===== src/rtl/core/line_sensor_calibrate_detect_assert.svh =====
// ----------------------------------------------------------------------------
// Line sensor calibrate and detect: assertion macros
// Short forms for the concurrent checks used inside the block.
// ----------------------------------------------------------------------------
`ifndef LINE_SENSOR_CALIBRATE_DETECT_ASSERT_SVH
`define LINE_SENSOR_CALIBRATE_DETECT_ASSERT_SVH

// The consequent must hold in the same cycle as the antecedent.
`define LSCD_ASSERT_SAME(label, clk, rst_n, ante, cons, msg) \
  label: assert property (@(posedge clk) disable iff (!rst_n) (ante) |-> (cons)) \
    else $error(msg);

// The consequent must hold in the cycle after the antecedent.
`define LSCD_ASSERT_NEXT(label, clk, rst_n, ante, cons, msg) \
  label: assert property (@(posedge clk) disable iff (!rst_n) (ante) |=> (cons)) \
    else $error(msg);

`endif


===== src/rtl/core/lscd_pkg.sv =====
// ----------------------------------------------------------------------------
// Line sensor calibrate and detect: package
// Transaction types, command and register codes, and fixed constants.
// ----------------------------------------------------------------------------
package lscd_pkg;

  // Channel count and fixed field widths.
  localparam int NUM_CH     = 6;
  localparam int RAW_W      = 16;
  localparam int CFG_DATA_W = 16;
  localparam int RATIO_W    = 7;
  localparam int STR_W      = 7;
  localparam int CFG_IDX_W  = 1;
  localparam int PCT_SCALE  = 100;

  // Register reset values and limits.
  localparam logic [RATIO_W-1:0]    RATIO_RESET     = 7'd50;
  localparam logic [RATIO_W-1:0]    RATIO_MAX       = 7'd100;
  localparam logic [CFG_DATA_W-1:0] MIN_RANGE_RESET = 16'd10;
  localparam logic [STR_W-1:0]      STR_FULL        = 7'd100;

  // Command codes.
  localparam logic [1:0] CMD_PROCESS    = 2'd0;
  localparam logic [1:0] CMD_START_SCAN = 2'd1;
  localparam logic [1:0] CMD_STOP_SCAN  = 2'd2;

  // Configuration register indexes.
  localparam logic [CFG_IDX_W-1:0] REG_RATIO     = 1'b0;
  localparam logic [CFG_IDX_W-1:0] REG_MIN_RANGE = 1'b1;

  // Converter slot feeding each channel: front, right front, right back,
  // back, left back, left front.
  localparam logic [2:0] SLOT_OF_CHAN [NUM_CH] = '{3'd1, 3'd5, 3'd4, 3'd3, 3'd0, 3'd2};

  // Input transaction.
  typedef struct packed {
    logic [1:0]       cmd;
    logic [RAW_W-1:0] raw_0;
    logic [RAW_W-1:0] raw_1;
    logic [RAW_W-1:0] raw_2;
    logic [RAW_W-1:0] raw_3;
    logic [RAW_W-1:0] raw_4;
    logic [RAW_W-1:0] raw_5;
  } lscd_in_t;

  // Result transaction.
  typedef struct packed {
    logic [NUM_CH-1:0] line_mask;
    logic              any_on_line;
    logic [STR_W-1:0]  strength_front;
    logic [STR_W-1:0]  strength_right_front;
    logic [STR_W-1:0]  strength_right_back;
    logic [STR_W-1:0]  strength_back;
    logic [STR_W-1:0]  strength_left_back;
    logic [STR_W-1:0]  strength_left_front;
    logic              scanning;
    logic              calibrated;
  } lscd_out_t;

  // Sequencer states.
  typedef enum logic [2:0] {
    ST_IDLE,
    ST_UPDATE,
    ST_MUL,
    ST_TDIV,
    ST_SLOAD,
    ST_SDIV,
    ST_DONE
  } lscd_state_t;

endpackage


===== src/rtl/core/line_sensor_calibrate_detect.sv =====
// ----------------------------------------------------------------------------
// Line sensor calibrate and detect
// Six-channel reflectance line sensor with min/max calibration, per-channel
// thresholds and 0..100 strengths, computed in six bit-serial lanes.
// ----------------------------------------------------------------------------
// The block takes one transaction at a time and returns one result for each.
// A process transaction passes through the update state alone while uncalibrated;
// while calibrated it also runs the seven-step restoring divide that forms each
// strength (all six channels in parallel). A start scan passes through the update
// state alone. A stop scan that ends an active scan runs a seven-step serial
// multiply by the threshold ratio, a SAMPLE_BITS-step divide by 100, then the
// strength divide, or skips the strength divide when no channel has a valid range.
// A result that is not taken holds the block in its final state until the output
// register frees. Configuration writes go straight to their registers.
// ----------------------------------------------------------------------------

`include "line_sensor_calibrate_detect_assert.svh"

module line_sensor_calibrate_detect #(
  parameter int SAMPLE_BITS = 16
) (
  input  logic                                clk,
  input  logic                                rst_n,
  // Input channel
  input  logic                                in_valid,
  output logic                                in_ready,
  input  lscd_pkg::lscd_in_t                  in_data,
  // Result channel
  output logic                                out_valid,
  input  logic                                out_ready,
  output lscd_pkg::lscd_out_t                 out_data,
  // Configuration port
  input  logic                                cfg_wr_en,
  input  logic [lscd_pkg::CFG_IDX_W-1:0]      cfg_index,
  input  logic [lscd_pkg::CFG_DATA_W-1:0]     cfg_wdata
);

  localparam int SB = SAMPLE_BITS;
  localparam int PW = SB + lscd_pkg::RATIO_W;
  localparam int CW = $clog2(SB);
  localparam int NC = lscd_pkg::NUM_CH;
  localparam logic [CW-1:0] MUL_INIT  = CW'(lscd_pkg::RATIO_W - 1);
  localparam logic [CW-1:0] TDIV_INIT = CW'(SB - 1);
  localparam logic [CW-1:0] SDIV_INIT = CW'(lscd_pkg::STR_W - 1);

  // Sequencer and control registers.
  lscd_pkg::lscd_state_t              state_r, state_nxt;
  logic [1:0]                         cmd_r;
  logic [CW-1:0]                      cnt_r;
  logic [lscd_pkg::RATIO_W-1:0]       ratio_r;
  logic [lscd_pkg::CFG_DATA_W-1:0]    mvr_r;
  logic [lscd_pkg::RATIO_W-1:0]       ratio_sr_r;
  logic [NC-1:0]                      mask_r;
  logic                               on_any_r;
  logic                               scan_r;
  logic                               cal_r;
  logic                               out_valid_r;
  lscd_pkg::lscd_out_t                out_data_r;

  // Per-channel lane registers.
  logic [SB-1:0]                      samp_r  [NC];
  logic [SB-1:0]                      min_r   [NC];
  logic [SB-1:0]                      max_r   [NC];
  logic [SB-1:0]                      thr_r   [NC];
  logic [lscd_pkg::STR_W-1:0]         str_r   [NC];
  logic [PW-1:0]                      prod_r  [NC];
  logic [SB-1:0]                      rem_r   [NC];
  logic [SB-1:0]                      dsr_r   [NC];
  logic [SB-1:0]                      quo_r   [NC];
  logic [SB-1:0]                      div_r   [NC];

  // Lane status.
  logic [NC-1:0]                      lane_vld;
  logic [NC-1:0]                      lane_on;
  logic                               any_vld;

  // Control strobes.
  logic in_fire;
  logic seed, widen, clr_det, stop_go;
  logic mul_step, mul_last, div_step, tdiv_last, s_load, sdiv_last, out_load;

  // Samples in converter slot order, cut to the sample width.
  logic [SB-1:0] raw_slot [NC];

  assign raw_slot[0] = in_data.raw_0[SB-1:0];
  assign raw_slot[1] = in_data.raw_1[SB-1:0];
  assign raw_slot[2] = in_data.raw_2[SB-1:0];
  assign raw_slot[3] = in_data.raw_3[SB-1:0];
  assign raw_slot[4] = in_data.raw_4[SB-1:0];
  assign raw_slot[5] = in_data.raw_5[SB-1:0];

  assign in_fire = in_valid && in_ready;
  assign any_vld = |lane_vld;

  // Sequencer state register.
  always_ff @(posedge clk) begin
    if (!rst_n) begin
      state_r <= lscd_pkg::ST_IDLE;
    end else begin
      state_r <= state_nxt;
    end
  end

  // Next state and control strobes.
  always_comb begin
    state_nxt = state_r;
    in_ready  = 1'b0;
    seed      = 1'b0;
    widen     = 1'b0;
    clr_det   = 1'b0;
    stop_go   = 1'b0;
    mul_step  = 1'b0;
    mul_last  = 1'b0;
    div_step  = 1'b0;
    tdiv_last = 1'b0;
    s_load    = 1'b0;
    sdiv_last = 1'b0;
    out_load  = 1'b0;
    unique case (state_r)
      lscd_pkg::ST_IDLE: begin
        in_ready = 1'b1;
        if (in_valid) begin
          state_nxt = lscd_pkg::ST_UPDATE;
        end
      end
      lscd_pkg::ST_UPDATE: begin
        unique case (cmd_r)
          lscd_pkg::CMD_PROCESS: begin
            widen = scan_r;
            if (cal_r) begin
              state_nxt = lscd_pkg::ST_SLOAD;
            end else begin
              clr_det   = 1'b1;
              state_nxt = lscd_pkg::ST_DONE;
            end
          end
          lscd_pkg::CMD_START_SCAN: begin
            seed      = 1'b1;
            clr_det   = 1'b1;
            state_nxt = lscd_pkg::ST_DONE;
          end
          lscd_pkg::CMD_STOP_SCAN: begin
            if (scan_r) begin
              stop_go   = 1'b1;
              state_nxt = lscd_pkg::ST_MUL;
            end else begin
              state_nxt = lscd_pkg::ST_DONE;
            end
          end
          default: begin
            state_nxt = lscd_pkg::ST_DONE;
          end
        endcase
      end
      lscd_pkg::ST_MUL: begin
        mul_step = 1'b1;
        if (cnt_r == '0) begin
          mul_last  = 1'b1;
          state_nxt = lscd_pkg::ST_TDIV;
        end
      end
      lscd_pkg::ST_TDIV: begin
        div_step = 1'b1;
        if (cnt_r == '0) begin
          tdiv_last = 1'b1;
          if (any_vld) begin
            state_nxt = lscd_pkg::ST_SLOAD;
          end else begin
            clr_det   = 1'b1;
            state_nxt = lscd_pkg::ST_DONE;
          end
        end
      end
      lscd_pkg::ST_SLOAD: begin
        s_load    = 1'b1;
        state_nxt = lscd_pkg::ST_SDIV;
      end
      lscd_pkg::ST_SDIV: begin
        div_step = 1'b1;
        if (cnt_r == '0) begin
          sdiv_last = 1'b1;
          state_nxt = lscd_pkg::ST_DONE;
        end
      end
      lscd_pkg::ST_DONE: begin
        if (!out_valid_r || out_ready) begin
          out_load  = 1'b1;
          state_nxt = lscd_pkg::ST_IDLE;
        end
      end
      default: begin
        state_nxt = lscd_pkg::ST_IDLE;
      end
    endcase
  end

  // Shared control registers, configuration and flags.
  always_ff @(posedge clk) begin
    if (!rst_n) begin
      ratio_r  <= lscd_pkg::RATIO_RESET;
      mvr_r    <= lscd_pkg::MIN_RANGE_RESET;
      mask_r   <= '0;
      on_any_r <= 1'b0;
      scan_r   <= 1'b0;
      cal_r    <= 1'b0;
      cnt_r    <= '0;
    end else begin
      // Register writes.
      if (cfg_wr_en) begin
        unique case (cfg_index)
          lscd_pkg::REG_RATIO:     ratio_r <= cfg_wdata[lscd_pkg::RATIO_W-1:0];
          lscd_pkg::REG_MIN_RANGE: mvr_r   <= cfg_wdata;
          default: ;
        endcase
      end

      // Step counter for the serial multiply and divides.
      if (stop_go) begin
        cnt_r <= MUL_INIT;
      end else if (mul_last) begin
        cnt_r <= TDIV_INIT;
      end else if (s_load) begin
        cnt_r <= SDIV_INIT;
      end else if (mul_step || div_step) begin
        cnt_r <= cnt_r - 1'b1;
      end

      // Scan and calibration flags.
      if (seed) begin
        scan_r <= 1'b1;
        cal_r  <= 1'b0;
      end else if (stop_go) begin
        scan_r <= 1'b0;
      end
      if (tdiv_last) begin
        cal_r <= any_vld;
      end

      // Detection outputs.
      if (clr_det) begin
        mask_r   <= '0;
        on_any_r <= 1'b0;
      end else if (sdiv_last) begin
        mask_r   <= lane_on;
        on_any_r <= |lane_on;
      end
    end
  end

  // Command capture and the ratio shifted out one bit per multiply step.
  always_ff @(posedge clk) begin
    if (in_fire) begin
      cmd_r <= in_data.cmd;
    end
    if (stop_go) begin
      ratio_sr_r <= (ratio_r > lscd_pkg::RATIO_MAX) ? lscd_pkg::RATIO_MAX : ratio_r;
    end else if (mul_step) begin
      ratio_sr_r <= {ratio_sr_r[lscd_pkg::RATIO_W-2:0], 1'b0};
    end
  end

  // Six channel lanes, each with a shift-add multiplier and a restoring divider.
  for (genvar i = 0; i < NC; i++) begin : g_lane
    logic [SB-1:0] rng;
    logic          max_ge_min;
    logic [SB-1:0] diff;
    logic [PW-1:0] dnum;
    logic [PW-1:0] prod_nxt;
    logic [SB:0]   rem_sh;
    logic [SB:0]   rem_sub;
    logic          q_bit;
    logic [SB-1:0] rem_nxt;
    logic [SB-1:0] quo_nxt;
    logic [lscd_pkg::STR_W-1:0] str_val;

    // Range check against the minimum valid range.
    always_comb begin
      max_ge_min  = max_r[i] >= min_r[i];
      rng         = max_r[i] - min_r[i];
      lane_vld[i] = max_ge_min && (lscd_pkg::CFG_DATA_W'(rng) > mvr_r);
      lane_on[i]  = lane_vld[i] && (samp_r[i] >= thr_r[i]);
    end

    // Strength numerator: (sample - min) * 100 by shifts and adds.
    always_comb begin
      diff = samp_r[i] - min_r[i];
      dnum = (PW'(diff) << 6) + (PW'(diff) << 5) + (PW'(diff) << 2);
    end

    // One multiply step: accumulate the range for each ratio bit, MSB first.
    assign prod_nxt = (prod_r[i] << 1)
                    + (ratio_sr_r[lscd_pkg::RATIO_W-1] ? PW'(rng) : '0);

    // One divide step: bring in the next dividend bit and try a subtract.
    always_comb begin
      rem_sh  = {rem_r[i], dsr_r[i][SB-1]};
      rem_sub = rem_sh - {1'b0, div_r[i]};
      q_bit   = rem_sh >= {1'b0, div_r[i]};
      rem_nxt = q_bit ? rem_sub[SB-1:0] : rem_sh[SB-1:0];
      quo_nxt = {quo_r[i][SB-2:0], q_bit};
    end

    // Final strength, clamped to full scale.
    always_comb begin
      if (!lane_vld[i] || (samp_r[i] <= min_r[i])) begin
        str_val = '0;
      end else if (diff >= rng) begin
        str_val = lscd_pkg::STR_FULL;
      end else begin
        str_val = quo_nxt[lscd_pkg::STR_W-1:0];
      end
    end

    // Calibration state of the lane.
    always_ff @(posedge clk) begin
      if (!rst_n) begin
        min_r[i] <= '1;
        max_r[i] <= '0;
        thr_r[i] <= '0;
        str_r[i] <= '0;
      end else begin
        if (seed) begin
          min_r[i] <= samp_r[i];
          max_r[i] <= samp_r[i];
          thr_r[i] <= '0;
        end else if (widen) begin
          if (samp_r[i] < min_r[i]) begin
            min_r[i] <= samp_r[i];
          end
          if (samp_r[i] > max_r[i]) begin
            max_r[i] <= samp_r[i];
          end
        end else if (tdiv_last) begin
          thr_r[i] <= lane_vld[i] ? (min_r[i] + quo_nxt) : '0;
        end
        if (clr_det) begin
          str_r[i] <= '0;
        end else if (sdiv_last) begin
          str_r[i] <= str_val;
        end
      end
    end

    // Sample capture, multiply accumulator and divider datapath.
    always_ff @(posedge clk) begin
      if (in_fire) begin
        samp_r[i] <= raw_slot[lscd_pkg::SLOT_OF_CHAN[i]];
      end
      if (stop_go) begin
        prod_r[i] <= '0;
      end else if (mul_step) begin
        prod_r[i] <= prod_nxt;
      end
      if (mul_last) begin
        rem_r[i] <= SB'(prod_nxt[PW-1:SB]);
        dsr_r[i] <= prod_nxt[SB-1:0];
        div_r[i] <= SB'(lscd_pkg::PCT_SCALE);
        quo_r[i] <= '0;
      end else if (s_load) begin
        rem_r[i] <= dnum[PW-1:lscd_pkg::STR_W];
        dsr_r[i] <= {dnum[lscd_pkg::STR_W-1:0], {(SB - lscd_pkg::STR_W){1'b0}}};
        div_r[i] <= rng;
        quo_r[i] <= '0;
      end else if (div_step) begin
        rem_r[i] <= rem_nxt;
        dsr_r[i] <= {dsr_r[i][SB-2:0], 1'b0};
        quo_r[i] <= quo_nxt;
      end
    end
  end

  // Output register: loaded in the final state, freed when the result is taken.
  always_ff @(posedge clk) begin
    if (!rst_n) begin
      out_valid_r <= 1'b0;
    end else if (out_load) begin
      out_valid_r <= 1'b1;
    end else if (out_ready) begin
      out_valid_r <= 1'b0;
    end
  end

  always_ff @(posedge clk) begin
    if (out_load) begin
      out_data_r.line_mask            <= mask_r;
      out_data_r.any_on_line          <= on_any_r;
      out_data_r.strength_front       <= str_r[0];
      out_data_r.strength_right_front <= str_r[1];
      out_data_r.strength_right_back  <= str_r[2];
      out_data_r.strength_back        <= str_r[3];
      out_data_r.strength_left_back   <= str_r[4];
      out_data_r.strength_left_front  <= str_r[5];
      out_data_r.scanning             <= scan_r;
      out_data_r.calibrated           <= cal_r;
    end
  end

  assign out_valid = out_valid_r;
  assign out_data  = out_data_r;

  // A scan always clears calibration, and ending one clears scanning.
  `LSCD_ASSERT_SAME(a_scan_cal_excl, clk, rst_n, scan_r, !cal_r, "scanning while calibrated")
  // The any-on-line flag always agrees with the mask.
  `LSCD_ASSERT_SAME(a_any_mask, clk, rst_n, 1'b1, on_any_r == (mask_r != '0), "any flag mismatch")
  // An accepted transaction always starts its update in the next cycle.
  `LSCD_ASSERT_NEXT(a_accept_update, clk, rst_n, in_fire, state_r == lscd_pkg::ST_UPDATE, "no update after accept")
  // Leaving the final state always presents a result.
  `LSCD_ASSERT_NEXT(a_done_result, clk, rst_n, out_load, out_valid_r && (state_r == lscd_pkg::ST_IDLE), "result not presented")

endmodule

===== config.mk =====
export PLATFORM = sky130hd
export DESIGN_NAME = line_sensor_calibrate_detect
export DESIGN_NICKNAME = d
export VERILOG_FILES = /design/src/rtl/core/lscd_pkg.sv /design/src/rtl/core/line_sensor_calibrate_detect.sv
export VERILOG_INCLUDE_DIRS = /design/src /design/src/rtl/core
export SDC_FILE = /design/constraint.sdc
export NUM_CORES = 2
export LEC_CHECK = 0
export BUFFER_PORTS_ARGS = -buffer_cell sky130_fd_sc_hd__clkbuf_2
export CAP_MARGIN = 20
export CORE_ASPECT_RATIO = 2
export CORE_MARGIN = 2
export CORE_UTILIZATION = 50
export DETAILED_ROUTE_END_ITERATION = 6
export PLACE_DENSITY = 0.63
export SETUP_SLACK_MARGIN = 0.4
export SYNTH_ARGS = -nofsm -noshare
export SYNTH_HDL_FRONTEND = slang
export SYNTH_SLANG_ARGS = --single-unit

===== constraint.sdc =====
create_clock -name clk -period 18.7 [get_ports clk]
set_input_delay 0.935 -clock clk [delete_from_list [all_inputs] [get_ports clk]]
set_output_delay 0.935 -clock clk [all_outputs]
set_load 0.1 [all_outputs]

Word-level counts from Yosys, hierarchy flattened

Memory sizes are Yosys's and may differ from the RTL's. A register that Yosys moved wholly into a read port is not among the register bits.
Cells that the tools add are included.

Memories: 10
RAM bits: 948
Register bits: 58
Input bits: 120

$lt $le $gt $ge: 49
Muxes and demuxes: 263
Equal/unequal tests: 13
Add/sub/neg operators: 43
Reduce and logical (&&, ||, !) cells: 45
Bitwise gates (word level): 98

Memories:

| memory      | depth | bits a word | read ports | clocked after memory_dff | wr ports | line                               | source |
|---|---|---|---|---|---|---|---|
| prod_r      | 6     | 23          | 6          | 0                        | 6        | line_sensor_calibrate_detect.sv:66 | `logic [PW-1:0] prod_r [NC];` |
| div_r       | 6     | 16          | 6          | 0                        | 6        | line_sensor_calibrate_detect.sv:70 | `logic [SB-1:0] div_r [NC];` |
| dsr_r       | 6     | 16          | 6          | 0                        | 6        | line_sensor_calibrate_detect.sv:68 | `logic [SB-1:0] dsr_r [NC];` |
| max_r       | 6     | 16          | 6          | 0                        | 6        | line_sensor_calibrate_detect.sv:63 | `logic [SB-1:0] max_r [NC];` |
| min_r       | 6     | 16          | 6          | 0                        | 6        | line_sensor_calibrate_detect.sv:62 | `logic [SB-1:0] min_r [NC];` |
| quo_r       | 6     | 16          | 6          | 0                        | 6        | line_sensor_calibrate_detect.sv:69 | `logic [SB-1:0] quo_r [NC];` |
| +4 memories | -     | -           | -          | -                        | -        | -                                  |  |

Operators with widths:

| operator           | count |
|---|---|
| $mux 16            | 96 |
| $ge 16x16->1       | 18 |
| $sub 16x16->16     | 18 |
| $gt 16x16->1       | 12 |
| $mux 7             | 27 |
| $add 22x21->23     | 6 |
| $add 23x16->23     | 6 |
| $add 23x18->23     | 6 |
| $mux 23            | 6 |
| $mux 1             | 118 |
| $ge 17x16->1       | 6 |
| $add 16x16->16     | 6 |
| $le 16x16->1       | 6 |
| $lt 16x16->1       | 6 |
| $or 1x1->1         | 96 |
| $mux 3             | 7 |
| $pmux 3 s7         | 1 |
| $logic_and 1x1->1  | 13 |
| $mux 4             | 3 |
| $reduce_or 6->1    | 2 |
| $ne 2x2->1 const B | 5 |
| $eq 3x3->1 const B | 3 |
| $logic_or 1x1->1   | 8 |
| $reduce_bool 2->1  | 4 |
| 19 further kinds   | 32 |

Logic depth before layout (Yosys ltp)

An unclocked memory read counts as a cell.

Depth after elaboration: 13
Mapped depth: 26
Gate-level depth less buffers: 26

Least setup slack after synthesis

Ideal clock, no wire load.

Path kind: register to register
Start: register state_r[1]
End: memory dsr_r[0][0] (netlist name) (enable)
Data arrival time: 6967 ps
Slack: 9326 ps
Required time: 16293 ps
Cell stages (with the launch flop): 8
Library setup time: 2407 ps
Path buffers: 4
Period minus slack after synthesis: 9374 ps
Cell sequence: dfxtp_1 -> buf_1 -> xor2_1 -> nand2_1 -> clkbuf_1 -> clkbuf_1 -> buf_1 -> nand3_1

RTL lines:

| item                   | line                                | source |
|---|---|---|
| from (decl)            | line_sensor_calibrate_detect.sv:47  | `lscd_pkg::lscd_state_t state_r, state_nxt;` |
| from (signal assigned) | line_sensor_calibrate_detect.sv:98  | `state_r <= lscd_pkg::ST_IDLE;` |
| from (signal assigned) | line_sensor_calibrate_detect.sv:100 | `state_r <= state_nxt;` |
| to (decl)              | line_sensor_calibrate_detect.sv:68  |  |

==> metrics <==
number of flops mapped to enable cells by yosys=995; final clock skew=0.03663 ns; peak clock frequency supported by timing=151.9 MHz; largest net degree at the start of global routing=128; setup slack at placement=12.25 ns; final count of hold timing violations=0; starting density of the core=50.29%; Core Area=154,400 sq um; final-stage net count=9,376; post-CTS setup-driven buffer insertion count=0; Least-Margin Pin Slew=1.238 ns; Net Count, Synth=9,210; Sinks on Clock Net=1,036; Max Slew Vio Count=0; average vias per placed instance=5.988; post-synthesis compound-gate area fraction=15.63%; proportion of register bits with asynchronous set or reset after synthesis=0%; pwr/cell area=163.4 nW/um^2; clock transition at the registers of the reported paths=0.06 ns; first-pass GRT wire length=366,800 um; H-tree levels=3; crit-path max FO=35; status=finished, final reports clean; number of detailed-routing iterations run before antenna repair=6; Worst setup EP type=flop; max-cap violations=0; overflow left after global routing=0; share of synthesized area occupied by flip-flops and latches=39.53%; overall track demand over capacity in global routing=30.64%; # port buffers=172; HPWL after detailed placement=186,000 um; adder and majority cell fraction of the synthesized area=18.49%; unrepaired setup endpoints after global routing=false; multi-input gate area in the final layout=43,130 sq um; total number of vias=61,820; element type at the critical path start=flop; startpoint of the worst setup timing path=min_r[0][1]; Min-Delay Startpoint=in_data[62]; ratio of cells with drive above 1 in the final layout=6.420%; final period utilization=35.21%; Min-Delay Path Class=primary input to flop; worst setup margin=12.12 ns; fin crit period=6.584 ns; worst reg2reg path startpoint=min_r[0][1]; post-detailed-route DRC marker count=0; total negative slack=0 ns; fillcell total=13,900; Setup-failing EPs final=0; top-level I/O count=173; cell area after synthesis=77,670 sq um; Seq. cell area=30,700 sq um; post-synthesis xor/xnor area fraction=5.210%; clock buffer count from CTS=99; register-to-register path setup slack=12.12 ns; die width=282.7 um; type of the worst setup path=flop to flop; fraction of synthesized area in multiplexers=0.7862%; standard-cell rows=204; Antenna Nets Post-Route=0; number of library cell types mapped by synthesis=94; largest voltage drop on the vdd net=0.1670 mV; number of design-rule violations left by the first detailed-router iteration=4,471; synthesized instance count=8,007; Resized Gates After CTS=0; leakage dissipation=36.98 nW; Critical R2R Capture=str_r[0][10]; antenna violations before repair=21; required time at the worst-slack endpoint=18.98 ns; number of buffers on the longest clock path=3; Layout area overhead=8.843%; logic depth of the worst register-to-register path=18; via count of the first global-routing pass=63,290; number of cells traversed by the worst hold path=1; per-cell routed wire length=23.69 um; prevailing post-synth register cell=sky130_fd_sc_hd__edfxtp_1; dominant combinational cell family by area after synthesis=adder cells; TritonCTS clock tree=done; end point of the worst hold path=samp_r[5][14]; CTS Hold Bufs=0; Synth Warn #=0; worst-skew pair later-pin latency=0.73 ns; routed wire length=244,600 um; routability congestion estimate from global placement=0.9545; per-instance average area after synthesis=9.700 sq um; Relative slew margins=17.48%; die outline height=561.4 um; simple-gate share of the synthesized area=15.18%; area of the die=158,700 sq um; CP arrival=6.87 ns; flop and latch count out of synthesis=1,036; cell chosen for the clock root=sky130_fd_sc_hd__clkbuf_16
[layout by cell type (no fill, tap or decap), types with 180 or more instances in the layout]
| master | synthesis | routed |
|---|---|---|
| sky130_fd_sc_hd__edfxtp_1 | 995 | 995 |
| sky130_fd_sc_hd__o21ai_0 | 305 | 304 |
| sky130_fd_sc_hd__nand3_1 | 183 | 180 |
| sky130_fd_sc_hd__ha_1 | 975 | 975 |
| sky130_fd_sc_hd__nand2_1 | 481 | 476 |
| sky130_fd_sc_hd__a21oi_1 | 541 | 536 |
| sky130_fd_sc_hd__nor2_1 | 721 | 718 |
| sky130_fd_sc_hd__nor3_1 | 181 | 181 |
| sky130_fd_sc_hd__inv_1 | 850 | 848 |
| sky130_fd_sc_hd__a21o_1 | 244 | 244 |
| sky130_fd_sc_hd__xor2_1 | 201 | 200 |
| sky130_fd_sc_hd__xnor2_1 | 261 | 261 |
[worst max-delay path: stages, from the launching register on]
cell	delay, ns
sky130_fd_sc_hd__edfxtp_1	0.45
sky130_fd_sc_hd__inv_1	0.20
sky130_fd_sc_hd__ha_1	0.28
sky130_fd_sc_hd__nor2b_1	0.14
sky130_fd_sc_hd__o21a_1	0.18
sky130_fd_sc_hd__o21ai_1	0.26
sky130_fd_sc_hd__a211oi_1	0.17
sky130_fd_sc_hd__o31ai_1	0.48
sky130_fd_sc_hd__o2111ai_1	0.20
sky130_fd_sc_hd__a21oi_1	0.21
sky130_fd_sc_hd__xnor2_1	0.15
sky130_fd_sc_hd__ha_1	0.33
sky130_fd_sc_hd__and4_1	0.26
sky130_fd_sc_hd__nand4_1	0.13
sky130_fd_sc_hd__o211a_1	0.28
sky130_fd_sc_hd__o41ai_2	0.97
sky130_fd_sc_hd__and4bb_2	0.37
sky130_fd_sc_hd__a211oi_2	0.50
sky130_fd_sc_hd__inv_2	0.55
[flip-flops by register name, summed over array words and instances, names as in the netlist, 90 cells and up]
signal / flops
quo_r: 90
min_r: 96
samp_r: 96
max_r: 96
dsr_r: 96
div_r: 96
thr_r: 96
prod_r: 132
rem_r: 96
[kinds of logic (layout without fill, tap and decap cells)]
kind of cell / Yosys count / count (layout)
flip-flops: 1036 / 1036
AO/OA/AOI/OAI: 1884 / 1884
XOR/XNOR: 462 / 462
other: 0 / 10
adder cells (fa/ha/maj): 1083 / 1083
multiplexers: 60 / 60
buffers and inverters: 1067 / 1315
AND/OR/NAND/NOR: 2415 / 2415
[area by class of cell]
| cell class | instances | area share [%] |
|---|---|---|
| inverter | 879 | 3.903 |
| antenna | 10 | 0.02960 |
| tap | 2060 | 3.049 |
| clock buffer | 124 | 3.141 |
| clock inverter | 59 | 0.7075 |
| timing repair buffer | 253 | 1.828 |
| multi-input combinational | 5904 | 51.02 |
| sequential | 1036 | 36.32 |
[report_power, final]
part	internal [W]	switching, W	total (W)
Sequential	0.00346	0.000395	0.00385
Combinational	0.00300	0.00484	0.00784
Clock	0.00114	0.000977	0.00212
[metrics by stage]
step	util (%)	cells	total power [W]	instance area [sq um]	hold WS, ns
after floorplan	-	8007	0.009589	77670	0.4003
after global routing	54.73	10320	0.01482	84520	0.3631
final	54.74	10330	0.01381	84530	0.3825
after CTS	54.68	10310	0.01380	84450	0.3397
after detailed placement	52.58	10130	0.01165	81190	0.4059
after global placement	52.55	10130	0.01147	81150	0.4040
[synth_stat cells, drive strengths merged (66+ instances only)]
cell | number | area (sq um)
a21o | 244 | 1832
a21oi | 542 | 2716
and2 | 132 | 825.8
and3 | 127 | 794.5
clkbuf | 158 | 593.1
edfxtp | 995 | 29880
fa | 108 | 2162
ha | 975 | 12200
inv | 878 | 3296
nand2 | 482 | 1812
nand2b | 138 | 863.3
nand3 | 183 | 915.9
nand4 | 100 | 625.6
nor2 | 721 | 2706
nor2b | 126 | 788.3
nor3 | 181 | 905.9
o21a | 81 | 608.1
o21ai | 398 | 1992
or2 | 75 | 469.2
or3 | 66 | 412.9
xnor2 | 261 | 2286
xor2 | 201 | 1760
[how the worst max path moves through the flow]
stage	end	slack (ns)	depth (start not counted)
after floorplan	dsr_r[0][0]	9.33	7
after global placement	str_r[0][12]	12.41	18
after detailed placement	str_r[0][1]	12.25	18
after CTS	str_r[0][11]	12.20	18
after global routing	str_r[0][11]	11.88	18
final	str_r[0][10]	12.12	18
[per-layer routing]
layer	vias up	GRT usage, %	wire [um]
met1	30030	32.18	86440
li1	29160	-	-
met4	2	18.60	16610
met3	678	3.985	12900
met2	1954	57.13	128600
met5	-	0	11
Power figures use the tool's default switching activity.
